--- src/design/pulse_train_test_sequencer_assert.svh ---
// Assertion macros shared by the pulse train test sequencer RTL.
// Depends on nothing; included inside module bodies.
`ifndef PULSE_TRAIN_TEST_SEQUENCER_ASSERT_SVH
`define PULSE_TRAIN_TEST_SEQUENCER_ASSERT_SVH

// Same-cycle implication, checked on every clock edge out of reset.
`define PTS_ASSERT_IMP(lbl, clk, rst_n, ante, cons, msg) \
    lbl: assert property (@(posedge clk) disable iff (!rst_n) (ante) |-> (cons)) \
        else $error(msg);

// Next-cycle implication, checked on every clock edge out of reset.
`define PTS_ASSERT_NXT(lbl, clk, rst_n, ante, cons, msg) \
    lbl: assert property (@(posedge clk) disable iff (!rst_n) (ante) |=> (cons)) \
        else $error(msg);

`endif

--- src/design/pts_pkg.sv ---
// Package for the pulse train test sequencer: widths, codes, reset values,
// the configuration bundle type and the millisecond scaling function.
// Depends on nothing.
package pts_pkg;

    localparam int TIME_W     = 32;
    localparam int MS_W       = 16;
    localparam int US_PER_MS  = 1000;
    localparam int THR_W      = MS_W + $clog2(US_PER_MS);
    localparam int CNT_W      = 8;
    localparam int LVL_W      = 8;
    localparam int PH_W       = 3;
    localparam int REQ_W      = 2;
    localparam int CFG_IDX_W  = 3;
    localparam int CFG_DATA_W = 16;
    localparam int OUT_FLD_W  = LVL_W + PH_W + 1 + 1 + CNT_W;
    localparam int OUT_DATA_W = ((OUT_FLD_W + 7) / 8) * 8;

    // Request codes
    localparam logic [REQ_W-1:0] REQ_TICK  = 2'd0;
    localparam logic [REQ_W-1:0] REQ_START = 2'd1;
    localparam logic [REQ_W-1:0] REQ_STOP  = 2'd2;

    // Phase codes
    localparam logic [PH_W-1:0] PH_IDLE     = 3'd0;
    localparam logic [PH_W-1:0] PH_PREWAIT  = 3'd1;
    localparam logic [PH_W-1:0] PH_PULSE    = 3'd2;
    localparam logic [PH_W-1:0] PH_RECOVER  = 3'd3;
    localparam logic [PH_W-1:0] PH_FINISHED = 3'd4;

    // Configuration register indexes
    localparam logic [CFG_IDX_W-1:0] CFG_PULSE_COUNT  = 3'd0;
    localparam logic [CFG_IDX_W-1:0] CFG_PULSE_LEVEL  = 3'd1;
    localparam logic [CFG_IDX_W-1:0] CFG_PULSE_MS     = 3'd2;
    localparam logic [CFG_IDX_W-1:0] CFG_GAP_MS       = 3'd3;
    localparam logic [CFG_IDX_W-1:0] CFG_PRE_START_MS = 3'd4;

    // Register reset values
    localparam logic [CNT_W-1:0] RST_PULSE_COUNT  = 8'd10;
    localparam logic [LVL_W-1:0] RST_PULSE_LEVEL  = 8'd200;
    localparam logic [MS_W-1:0]  RST_PULSE_MS     = 16'd30;
    localparam logic [MS_W-1:0]  RST_GAP_MS       = 16'd1000;
    localparam logic [MS_W-1:0]  RST_PRE_START_MS = 16'd0;

    typedef logic [THR_W-1:0] t_thr;

    // Configuration as seen by the sequencer, thresholds already in microseconds.
    typedef struct packed {
        logic [CNT_W-1:0] count_eff;
        logic [LVL_W-1:0] level;
        t_thr             pulse_us;
        t_thr             gap_us;
        t_thr             pre_us;
    } t_cfg;

    // Milliseconds to microseconds; a constant multiply that fits THR_W exactly.
    function automatic t_thr scale_ms(input logic [MS_W-1:0] ms);
        return t_thr'({{(THR_W-MS_W){1'b0}}, ms}) * t_thr'(US_PER_MS);
    endfunction

endpackage

--- src/design/pts_cfg.sv ---
// Configuration register file for the pulse train test sequencer.
// Holds the effective count and level and the thresholds scaled to microseconds.
// Depends on pts_pkg.
module pts_cfg (
    input  logic                          i_clk,
    input  logic                          i_rst_n,
    input  logic                          i_wr_en,
    input  logic [pts_pkg::CFG_IDX_W-1:0]  i_wr_index,
    input  logic [pts_pkg::CFG_DATA_W-1:0] i_wr_data,
    output pts_pkg::t_cfg                 o_cfg
);
    import pts_pkg::*;

    logic [CNT_W-1:0] r_count_eff;
    logic [LVL_W-1:0] r_level;
    t_thr             r_pulse_us;
    t_thr             r_gap_us;
    t_thr             r_pre_us;

    logic [MS_W-1:0]  w_ms;
    logic [CNT_W-1:0] w_cnt;
    logic [MS_W-1:0]  w_pulse_ms_eff;

    assign w_ms  = i_wr_data[MS_W-1:0];
    assign w_cnt = i_wr_data[CNT_W-1:0];

    // A pulse time of zero behaves as one millisecond.
    assign w_pulse_ms_eff = (w_ms == '0) ? MS_W'(1) : w_ms;

    // Register writes; a pulse count of zero is stored as one.
    always_ff @(posedge i_clk) begin
        if (!i_rst_n) begin
            r_count_eff <= RST_PULSE_COUNT;
            r_level     <= RST_PULSE_LEVEL;
            r_pulse_us  <= scale_ms(RST_PULSE_MS);
            r_gap_us    <= scale_ms(RST_GAP_MS);
            r_pre_us    <= scale_ms(RST_PRE_START_MS);
        end else if (i_wr_en) begin
            case (i_wr_index)
                CFG_PULSE_COUNT:  r_count_eff <= (w_cnt == '0) ? CNT_W'(1) : w_cnt;
                CFG_PULSE_LEVEL:  r_level     <= i_wr_data[LVL_W-1:0];
                CFG_PULSE_MS:     r_pulse_us  <= scale_ms(w_pulse_ms_eff);
                CFG_GAP_MS:       r_gap_us    <= scale_ms(w_ms);
                CFG_PRE_START_MS: r_pre_us    <= scale_ms(w_ms);
                default: begin
                end
            endcase
        end
    end

    assign o_cfg = '{count_eff: r_count_eff, level: r_level,
                     pulse_us: r_pulse_us, gap_us: r_gap_us, pre_us: r_pre_us};

endmodule

--- src/design/pulse_train_test_sequencer.sv ---
// Top level of the pulse train test sequencer: request stream in, status stream out.
// Depends on pts_pkg, pts_cfg and pulse_train_test_sequencer_assert.svh.
//
//   Channel   Direction  Handshake                  Contents
//   s (req)   in         i_s_tvalid / o_s_tready    tuser req_type, tdata now_us
//   m (stat)  out        o_m_tvalid / i_m_tready    tdata status word
//   cfg       in         i_cfg_valid / o_cfg_ready  index, 16-bit data
//
// Each request word updates the state when accepted, and its status word is offered
// on the next cycle; a new request may be taken every cycle, also while the
// previous status word is taken in that same cycle. The sequencer state
// registers double as the status register, so a stalled output holds the
// request side back. Reset is synchronous and active low.
// Configuration writes are taken every cycle out of reset.
module pulse_train_test_sequencer (
    input  logic                           i_clk,
    input  logic                           i_rst_n,
    // Request stream
    input  logic                           i_s_tvalid,
    output logic                           o_s_tready,
    input  logic [pts_pkg::TIME_W-1:0]     i_s_tdata,  // [31:0] now_us
    input  logic [pts_pkg::REQ_W-1:0]      i_s_tuser,  // [1:0] req_type
    // Status stream
    output logic                           o_m_tvalid,
    input  logic                           i_m_tready,
    // [7:0] drive_level, [10:8] phase, [11] running, [12] done_res,
    // [20:13] pulses_started, [23:21] zero
    output logic [pts_pkg::OUT_DATA_W-1:0] o_m_tdata,
    // Configuration writes
    input  logic                           i_cfg_valid,
    output logic                           o_cfg_ready,
    input  logic [pts_pkg::CFG_IDX_W-1:0]  i_cfg_index,
    input  logic [pts_pkg::CFG_DATA_W-1:0] i_cfg_data
);
    import pts_pkg::*;
    `include "pulse_train_test_sequencer_assert.svh"

    t_cfg w_cfg;

    // Writes are held off while reset is applied.
    assign o_cfg_ready = i_rst_n;

    pts_cfg u_cfg (
        .i_clk      (i_clk),
        .i_rst_n    (i_rst_n),
        .i_wr_en    (i_cfg_valid),
        .i_wr_index (i_cfg_index),
        .i_wr_data  (i_cfg_data),
        .o_cfg      (w_cfg)
    );

    // Sequencer state, which is also the status word on offer
    logic              r_run,   n_run;
    logic              r_done,  n_done;
    logic [PH_W-1:0]   r_phase, n_phase;
    logic [CNT_W-1:0]  r_cnt,   n_cnt;
    logic [LVL_W-1:0]  r_drive, n_drive;
    logic [TIME_W-1:0] r_start, n_start;
    logic              r_out_valid;

    logic              w_accept;
    logic [TIME_W-1:0] w_elapsed;
    t_thr              w_thr;
    logic              w_reached;

    // The status slot frees up when empty or when its word is being taken.
    assign o_s_tready = i_rst_n && (!r_out_valid || i_m_tready);
    assign w_accept   = i_s_tvalid && o_s_tready;

    // Wrapping elapsed time against the threshold of the current phase.
    assign w_elapsed = i_s_tdata - r_start;

    always_comb begin
        case (r_phase)
            PH_PREWAIT: w_thr = w_cfg.pre_us;
            PH_PULSE:   w_thr = w_cfg.pulse_us;
            PH_RECOVER: w_thr = w_cfg.gap_us;
            default:    w_thr = '0;
        endcase
    end

    assign w_reached = w_elapsed >= {{(TIME_W-THR_W){1'b0}}, w_thr};

    // Next state for one request.
    always_comb begin
        n_run   = r_run;
        n_done  = r_done;
        n_phase = r_phase;
        n_cnt   = r_cnt;
        n_drive = r_drive;
        n_start = r_start;
        case (i_s_tuser)
            REQ_START: begin
                n_run   = 1'b1;
                n_done  = 1'b0;
                n_start = i_s_tdata;
                if (w_cfg.pre_us != '0) begin
                    n_phase = PH_PREWAIT;
                    n_cnt   = '0;
                    n_drive = '0;
                end else begin
                    // Effective count is at least one, so the first pulse counts.
                    n_phase = PH_PULSE;
                    n_cnt   = CNT_W'(1);
                    n_drive = w_cfg.level;
                end
            end
            REQ_STOP: begin
                n_run   = 1'b0;
                n_done  = 1'b0;
                n_phase = PH_IDLE;
                n_cnt   = '0;
                n_drive = '0;
                n_start = '0;
            end
            REQ_TICK: begin
                if (r_run) begin
                    case (r_phase)
                        PH_PREWAIT: begin
                            n_drive = '0;
                            if (w_reached) begin
                                if (r_cnt < w_cfg.count_eff) begin
                                    n_cnt = r_cnt + CNT_W'(1);
                                end
                                n_drive = w_cfg.level;
                                n_phase = PH_PULSE;
                                n_start = i_s_tdata;
                            end
                        end
                        PH_PULSE: begin
                            n_drive = w_cfg.level;
                            if (w_reached) begin
                                n_drive = '0;
                                n_phase = PH_RECOVER;
                                n_start = i_s_tdata;
                            end
                        end
                        PH_RECOVER: begin
                            n_drive = '0;
                            if (w_reached) begin
                                n_start = i_s_tdata;
                                if (r_cnt >= w_cfg.count_eff) begin
                                    n_run   = 1'b0;
                                    n_done  = 1'b1;
                                    n_phase = PH_FINISHED;
                                end else begin
                                    n_cnt   = r_cnt + CNT_W'(1);
                                    n_drive = w_cfg.level;
                                    n_phase = PH_PULSE;
                                end
                            end
                        end
                        default: begin
                        end
                    endcase
                end
            end
            default: begin
            end
        endcase
    end

    // State update on each accepted request.
    always_ff @(posedge i_clk) begin
        if (!i_rst_n) begin
            r_run   <= 1'b0;
            r_done  <= 1'b0;
            r_phase <= PH_IDLE;
            r_cnt   <= '0;
            r_drive <= '0;
            r_start <= '0;
        end else if (w_accept) begin
            r_run   <= n_run;
            r_done  <= n_done;
            r_phase <= n_phase;
            r_cnt   <= n_cnt;
            r_drive <= n_drive;
            r_start <= n_start;
        end
    end

    // Status word valid flag.
    always_ff @(posedge i_clk) begin
        if (!i_rst_n) begin
            r_out_valid <= 1'b0;
        end else if (w_accept) begin
            r_out_valid <= 1'b1;
        end else if (i_m_tready) begin
            r_out_valid <= 1'b0;
        end
    end

    assign o_m_tvalid = r_out_valid;
    assign o_m_tdata  = {{(OUT_DATA_W-OUT_FLD_W){1'b0}}, r_cnt, r_done, r_run, r_phase, r_drive};

    `PTS_ASSERT_IMP(a_run_phase, i_clk, i_rst_n, r_run,
        (r_phase == PH_PREWAIT) || (r_phase == PH_PULSE) || (r_phase == PH_RECOVER),
        "running outside an active phase")
    `PTS_ASSERT_IMP(a_done_phase, i_clk, i_rst_n, r_done,
        (r_phase == PH_FINISHED) && !r_run, "done flag without finished phase")
    `PTS_ASSERT_IMP(a_idle_clear, i_clk, i_rst_n, r_phase == PH_IDLE,
        !r_run && !r_done && (r_cnt == '0) && (r_drive == '0), "idle with stale state")
    `PTS_ASSERT_NXT(a_stop_idle, i_clk, i_rst_n, w_accept && (i_s_tuser == REQ_STOP),
        (r_phase == PH_IDLE) && r_out_valid, "stop did not return to idle")

endmodule
--- config.mk ---
export PLATFORM = sky130hd
export DESIGN_NAME = pulse_train_test_sequencer
export DESIGN_NICKNAME = d
export VERILOG_FILES = /design/src/design/pts_pkg.sv /design/src/design/pts_cfg.sv /design/src/design/pulse_train_test_sequencer.sv
export VERILOG_INCLUDE_DIRS = /design/src /design/src/design
export SDC_FILE = /design/constraint.sdc
export NUM_CORES = 1
export LEC_CHECK = 0
export BUFFER_PORTS_ARGS = -buffer_cell sky130_fd_sc_hd__buf_2
export CAP_MARGIN = 20
export CORE_UTILIZATION = 50
export DETAILED_ROUTE_END_ITERATION = 10
export MAX_ROUTING_LAYER = met4
export PLACE_DENSITY = 0.67
export SETUP_SLACK_MARGIN = 0.2
export SYNTH_ARGS = -nofsm -noshare
export SYNTH_HDL_FRONTEND = slang
export SYNTH_SLANG_ARGS = --single-unit
--- constraint.sdc ---
create_clock -name i_clk -period 6.7 [get_ports i_clk]
set_input_delay 1.34 -clock i_clk [delete_from_list [all_inputs] [get_ports i_clk]]
set_output_delay 1.34 -clock i_clk [all_outputs]
set_load 0.01 [all_outputs]
# After elaboration in Yosys (flattened, before gate mapping)
# Cells that the tools add are included.
[word_totals]
ff_bits = 139
latchBits = 0
ramBits = 0
rom_bits = 0
inputBits = 58
output_inout_bits = 27
word_cells = 108
memories = 0
[op_classes]
n_addsub = 2
n_mul = 2
div = 0
n_lt_le_gt_ge = 3
eq_ne = 21
shift = 0
n_mux = 43
bitwise = 0
reduce_logical = 25
[op_table]
columns = ["cell", "n"]
rows = [
  ["$mux W32", 3],
  ["$mux W8", 12],
  ["$pmux W32 S3", 1],
  ["$pmux W26 S3", 1],
  ["$pmux W8 S3", 3],
  ["$mul A16 B7 Y23 const B", 2],
  ["$ge A32 B26 Y1", 1],
  ["$sub A32 B32 Y32", 1],
  ["$reduce_bool A26 Y1", 1],
  ["$pmux W3 S3", 2],
  ["$logic_not A16 Y1", 1],
  ["$mux W16", 1],
  ["$pmux W8 S2", 1],
  ["$mux W3", 5],
  ["$ne A3 B3 Y1 const B", 5],
  ["$eq A3 B2 Y1 const B", 4],
  ["$reduce_and A2 Y1", 6],
  ["$mux W1", 11],
  ["$ne A2 B2 Y1 const B", 5],
  ["$add A8 B1 Y8 const B", 1],
  ["$ge A8 B8 Y1", 1],
  ["$logic_not A8 Y1", 1],
  ["$lt A8 B8 Y1", 1],
  ["$reduce_and A8 Y1", 1],
  ["other kinds (22)", 25],
]

# Logic depth before layout (Yosys ltp)
[depth]
word_depth = 7
depth_mapped = 28
ltp_nobuf = 26

# Modules after synthesis
# Synthesis repeated with hierarchy kept, for this count alone.
[unflattened]
cells_unflattened = 1695
area_unflattened_um2 = 14217.4
[modules_own_cells]
columns = ["mod", "instances", "cells_each", "area_each_um2", "seq_area_each_um2"]
rows = [
  ["pts_cfg", 1, 932, 8439.3, 1701.6],
  ["pulse_train_test_sequencer", 1, 763, 5778.0, 1081.0],
]

# Worst setup path after synthesis
# No wires, ideal clock.
[synth_timing]
kind = "input port to flip-flop"
from = "input port i_cfg_data[5] (netlist name)"
to = "register u_cfg.r_pulse_us[25]"
setup_ps = 122
arrival_time_ps = 6585
required_time_ps = 6578
setup_slack_ps = -7
stages = 26
path_buffers = 2
cell_sequence = "inv_1 ha_1 nand4_1 or2_2 clkbuf_1 clkbuf_1 nand2_1 inv_1 fa_1 inv_1 fa_1 fa_1 inv_1 fa_1 ha_1 inv_1 nor2_1 a2111oi_0 o31ai_1 a21o_1 nand2_1 a21oi_1 a31oi_1 o21ai_0 xnor2_1 o21ai_0"
[synth_via]
elab_chain_cells = 3
[synth_rtl]
columns = ["element", "line_no", "rtl"]
rows = [
  ["start, declared", "pulse_train_test_sequencer.sv:33", "input logic [pts_pkg::CFG_DATA_W-1:0] i_cfg_data"],
  ["$logic_not A16 Y1", "pts_cfg.sv:28", "assign w_pulse_ms_eff = (w_ms == '0) ? MS_W'(1) : w_ms;"],
  ["$mux W16 *", "pts_cfg.sv:28", ""],
  ["$mul A16 B7 Y23 *", "pts_pkg.sv:58", "return t_thr'({{(THR_W-MS_W){1'b0}}, ms}) * t_thr'(US_PER_MS);"],
  ["end signal, assigned", "pts_cfg.sv:35", "r_pulse_us <= scale_ms(RST_PULSE_MS);"],
  ["end signal, assigned", "pts_cfg.sv:42", "CFG_PULSE_MS: r_pulse_us <= scale_ms(w_pulse_ms_eff);"],
  ["end, declared", "pts_cfg.sv:16", "t_thr r_pulse_us;"],
]
# Every way passes the cells marked *; elsewhere a longest branch is shown, timed or not.
# A chain may end at the register's enable or synchronous reset.

# Worst setup path in the final report
[layout_timing]
from = "input port i_cfg_data[0] (netlist name)"
to = "register u_cfg.r_pulse_us[16]"
# The elaborated chain is that of the path after synthesis.

==> impl_metrics.yaml <==
floorplan:
  fp.dieH_microns: 166
  io_pins: 85
  core_area_sq_um: 26200
  start_util_pct: 51.2
  std_cell_rows: 59
  fp.dieW_microns: 166
  dieArea_sq_um: 27500
pwr:
  p_sw_share_pct: 43.6
  leakagePower_uw: 0.00696
  power_density_nw_per_um2: 313
  p_int_uw: 2710
  power.share.clock_pct: 19.2
  p_comb_share_pct: 61.7
  peakVddDrop_mv: 0.215
  p_switching_uw: 2090
  p_seq_share_pct: 19.1
global_routing:
  antenna_found_initial: 0
  grt_first_pass_wirelength_microns: 54800
  grt_usage_pct: 25.1
  grt.overflow.total: 0
  grt_pass1_vias: 11229
  grt_max_degree: 79
placement:
  io_buffers: 81
  hpwl_microns: 25400
  place_ws_ns: -0.227
  gp_congestion: 0.880
logic_synthesis:
  netlist_area_sq_um: 13400
  ys_warn_count: 0
  synth_compound_area_share_pct: 18.4
  avgSynthCellArea_sq_um: 8.61
  synth.distinct_cells: 71
  ys.flop_type: "dfxtp_1"
  synth_top_area_share_pct: 20.7
  yosysMostFrequentCell: "nand2_1"
  synth_fa_ha_area_share_pct: 31.8
  syn_inst: 1558
  yosysTopAreaCell: "dfxtp_1"
  ys_top_cells_by_count: "187 x nand2_1, 170 x ha_1, 170 x inv_1, 139 x dfxtp_1, 107 x fa_1"
  yosys.area_share.simple_pct: 15.9
  async_flop_share_pct: 0
  yosys-mux-area-fraction_pct: 2.15
  synth_top_family_by_area: "adder cells"
  post_synth_main_area_contributors: "dfxtp_1 21%, fa_1 16%, ha_1 16%, nand2_1 5.2%, inv_1 4.8%"
  synth_edf_count: 0
  synth_xor_xnor_area_share_pct: 4.18
  seq_area_frac_synth_pct: 20.7
  synth-seq-cells: 139
worst_setup_path:
  crit_path_top_delay_cell: "fa_1"
  arrival_ns: 6.48
  cp.required_ns: 7.02
  r2r-start: "r_start[1]"
  end_kind: "flop"
  r2r_slack_ns: 1.17
  cp_slowest_stage_delay_ns: 0.52
  path_max_fanout: 8
  cp_common_cell: "inv_1"
  startpoint_type: "input port"
  r2r-end: "r_phase[0]"
  crit_start: "i_cfg_data[0]"
  critPathKind: "input port to flop"
  worst_r2r_path_depth: 27
hold_path:
  whs_endpoint: "r_start[30]"
  hp-start: "r_start[30]"
  holdPathStages: 2
  hp-class: "flop to flop"
timing:
  fin_crit_ns: 6.16
  max_freq_mhz: 162
  hold_violations: 0
  max_slew_margin_pct: 40.8
  fin_tns_setup_ns: 0
  rsz0062_at_grt: "true"
  maxSlewViolCount: 0
  fin_crit_sh_pct: 92.0
  final.setup_skew_ns: 0.0181
  setup_viol: 0
  fin_ws_ns: 0.537
  worst_pin_slew_ns: 0.884
clock_tree:
  cts.htree.levels: 4
  cts.sinks: 139
  clk_pin_slew_worst_paths_ns: 0.07
  cts-hold-fix-buffers: 0
  clk_latency_ns: 0.44
  cts-root-buf: "clkbuf_16"
  cts_tree: "built"
  clk_path_buf_depth: 2
  numCtsBuffers: 17
drt:
  wl_met2_microns: 15200
  vias: 11205
  drt-initial-drc-count: 570
  routed_wl_microns: 32300
  drt_pass1_iterations: 8
  wl_per_cell_microns: 15.9
  wl_met3_microns: 1170
  viasPerCell: 5.50
  route.top_layer_used: "met4"
  wl_met1_microns: 15400
  ant_nets: 0
  drc_errors: 6
status:
  violations: "design-rule violations"
  status: "complete, but fails checks"
finish:
  synthToLayoutAreaGrowth_pct: 14.4
  antenna_cells: 0
  nets: 2024
  drive_above_1_share_pct: 16.5
flow_run:
  drv_cap: 0
-- layout by cell type (no fill, tap or decap), drive strengths merged, types with 31 or more instances in the layout --
master | Yosys | final
a21boi | 32 | 32
o21ai | 96 | 96
a21oi | 69 | 69
fa | 107 | 107
buf | 17 | 172
ha | 170 | 170
nand3 | 61 | 61
nor2 | 59 | 59
xnor2 | 42 | 42
or2 | 31 | 31
nand2 | 187 | 187
dfxtp | 139 | 139
inv | 170 | 181
-- layer usage --
metal	vias to the layer above	track usage, %
met5	-	-
met2	206	41.0
met3	37	3.31
met4	0	5.73
li1	5611	-
met1	5351	33.1
-- worst max-delay path: cells and delay by family --
family	cells	cell delay (ns)
fa+ha+maj	6	2.26
buf+inv	8	0.76
simple gates	4	0.80
xor+xnor	1	0.24
compound gates	8	1.05
-- area by class of cell --
type	count	area, sq um
Clock buffer	17	425
Clock inverter	15	141
Fill cell	2380	10900
Inverter	170	638
Multi-Input combinational cell	1188	9800
Sequential cell	139	2780
Tap cell	335	419
Timing Repair Buffer	173	1140
-- how the worst max path moves through the flow --
stage	end	slack (ns)	cells past startpoint
after floorplan	u_cfg.r_pulse_us[25]	0.20	26
after global placement	r_start[30]	-0.16	25
after detailed placement	r_start[15]	-0.23	25
after CTS	r_start[15]	0.27	26
after global routing	r_start[8]	0.19	27
final	u_cfg.r_pulse_us[16]	0.54	27
-- state kept, by name, indices dropped and copies added (netlist names) --
register	count
u_cfg.r_level	8
r_run	1
r_drive	8
u_cfg.r_gap_us	23
r_cnt	8
r_phase	3
r_done	1
u_cfg.r_pulse_us	23
o_m_tvalid	1
u_cfg.r_pre_us	23
u_cfg.r_count_eff	8
r_start	32
-- power groups by stage --
stage / logic [uW] / registers, uW / clock network [uW]
CTS: 2920 / 918 / 934
finish: 2960 / 919 / 924
floorplan: 2080 / 929 / 0
global placement: 2860 / 935 / 0
global route: 3370 / 925 / 972
detailed placement: 2900 / 937 / 0
-- stage by stage --
stage	power (uW)	std cells	instance area (sq um)	utilization [%]	hold WS (ns)
floorplan	3000	1560	13400	-	0.435
global placement	3790	1999	14600	55.9	0.443
detailed placement	3840	1999	14600	55.9	0.451
CTS	4770	2032	15200	58.1	0.460
global route	5260	2037	15300	58.5	0.473
finish	4810	2037	15300	58.5	0.454
-- cell families after synthesis --
| logic type | Yosys count |
|---|---|
| simple gates | 450 |
| compound gates | 368 |
| fa+ha+maj | 277 |
| buf+inv | 233 |
| flops | 139 |
| xor+xnor | 64 |
| mux | 26 |
| other cells | 1 |
-- repair_timing --
item / CTS / global route
endpoints found under the hold margin: 0 / 0
resized for setup: 0 / 13
pin swaps: 1 / 5
gates cloned: 0 / 1
setup buffers: 1 / 3
setup endpoints to repair: 35 / 58
No activity file was read; power rests on OpenSTA's default activity.
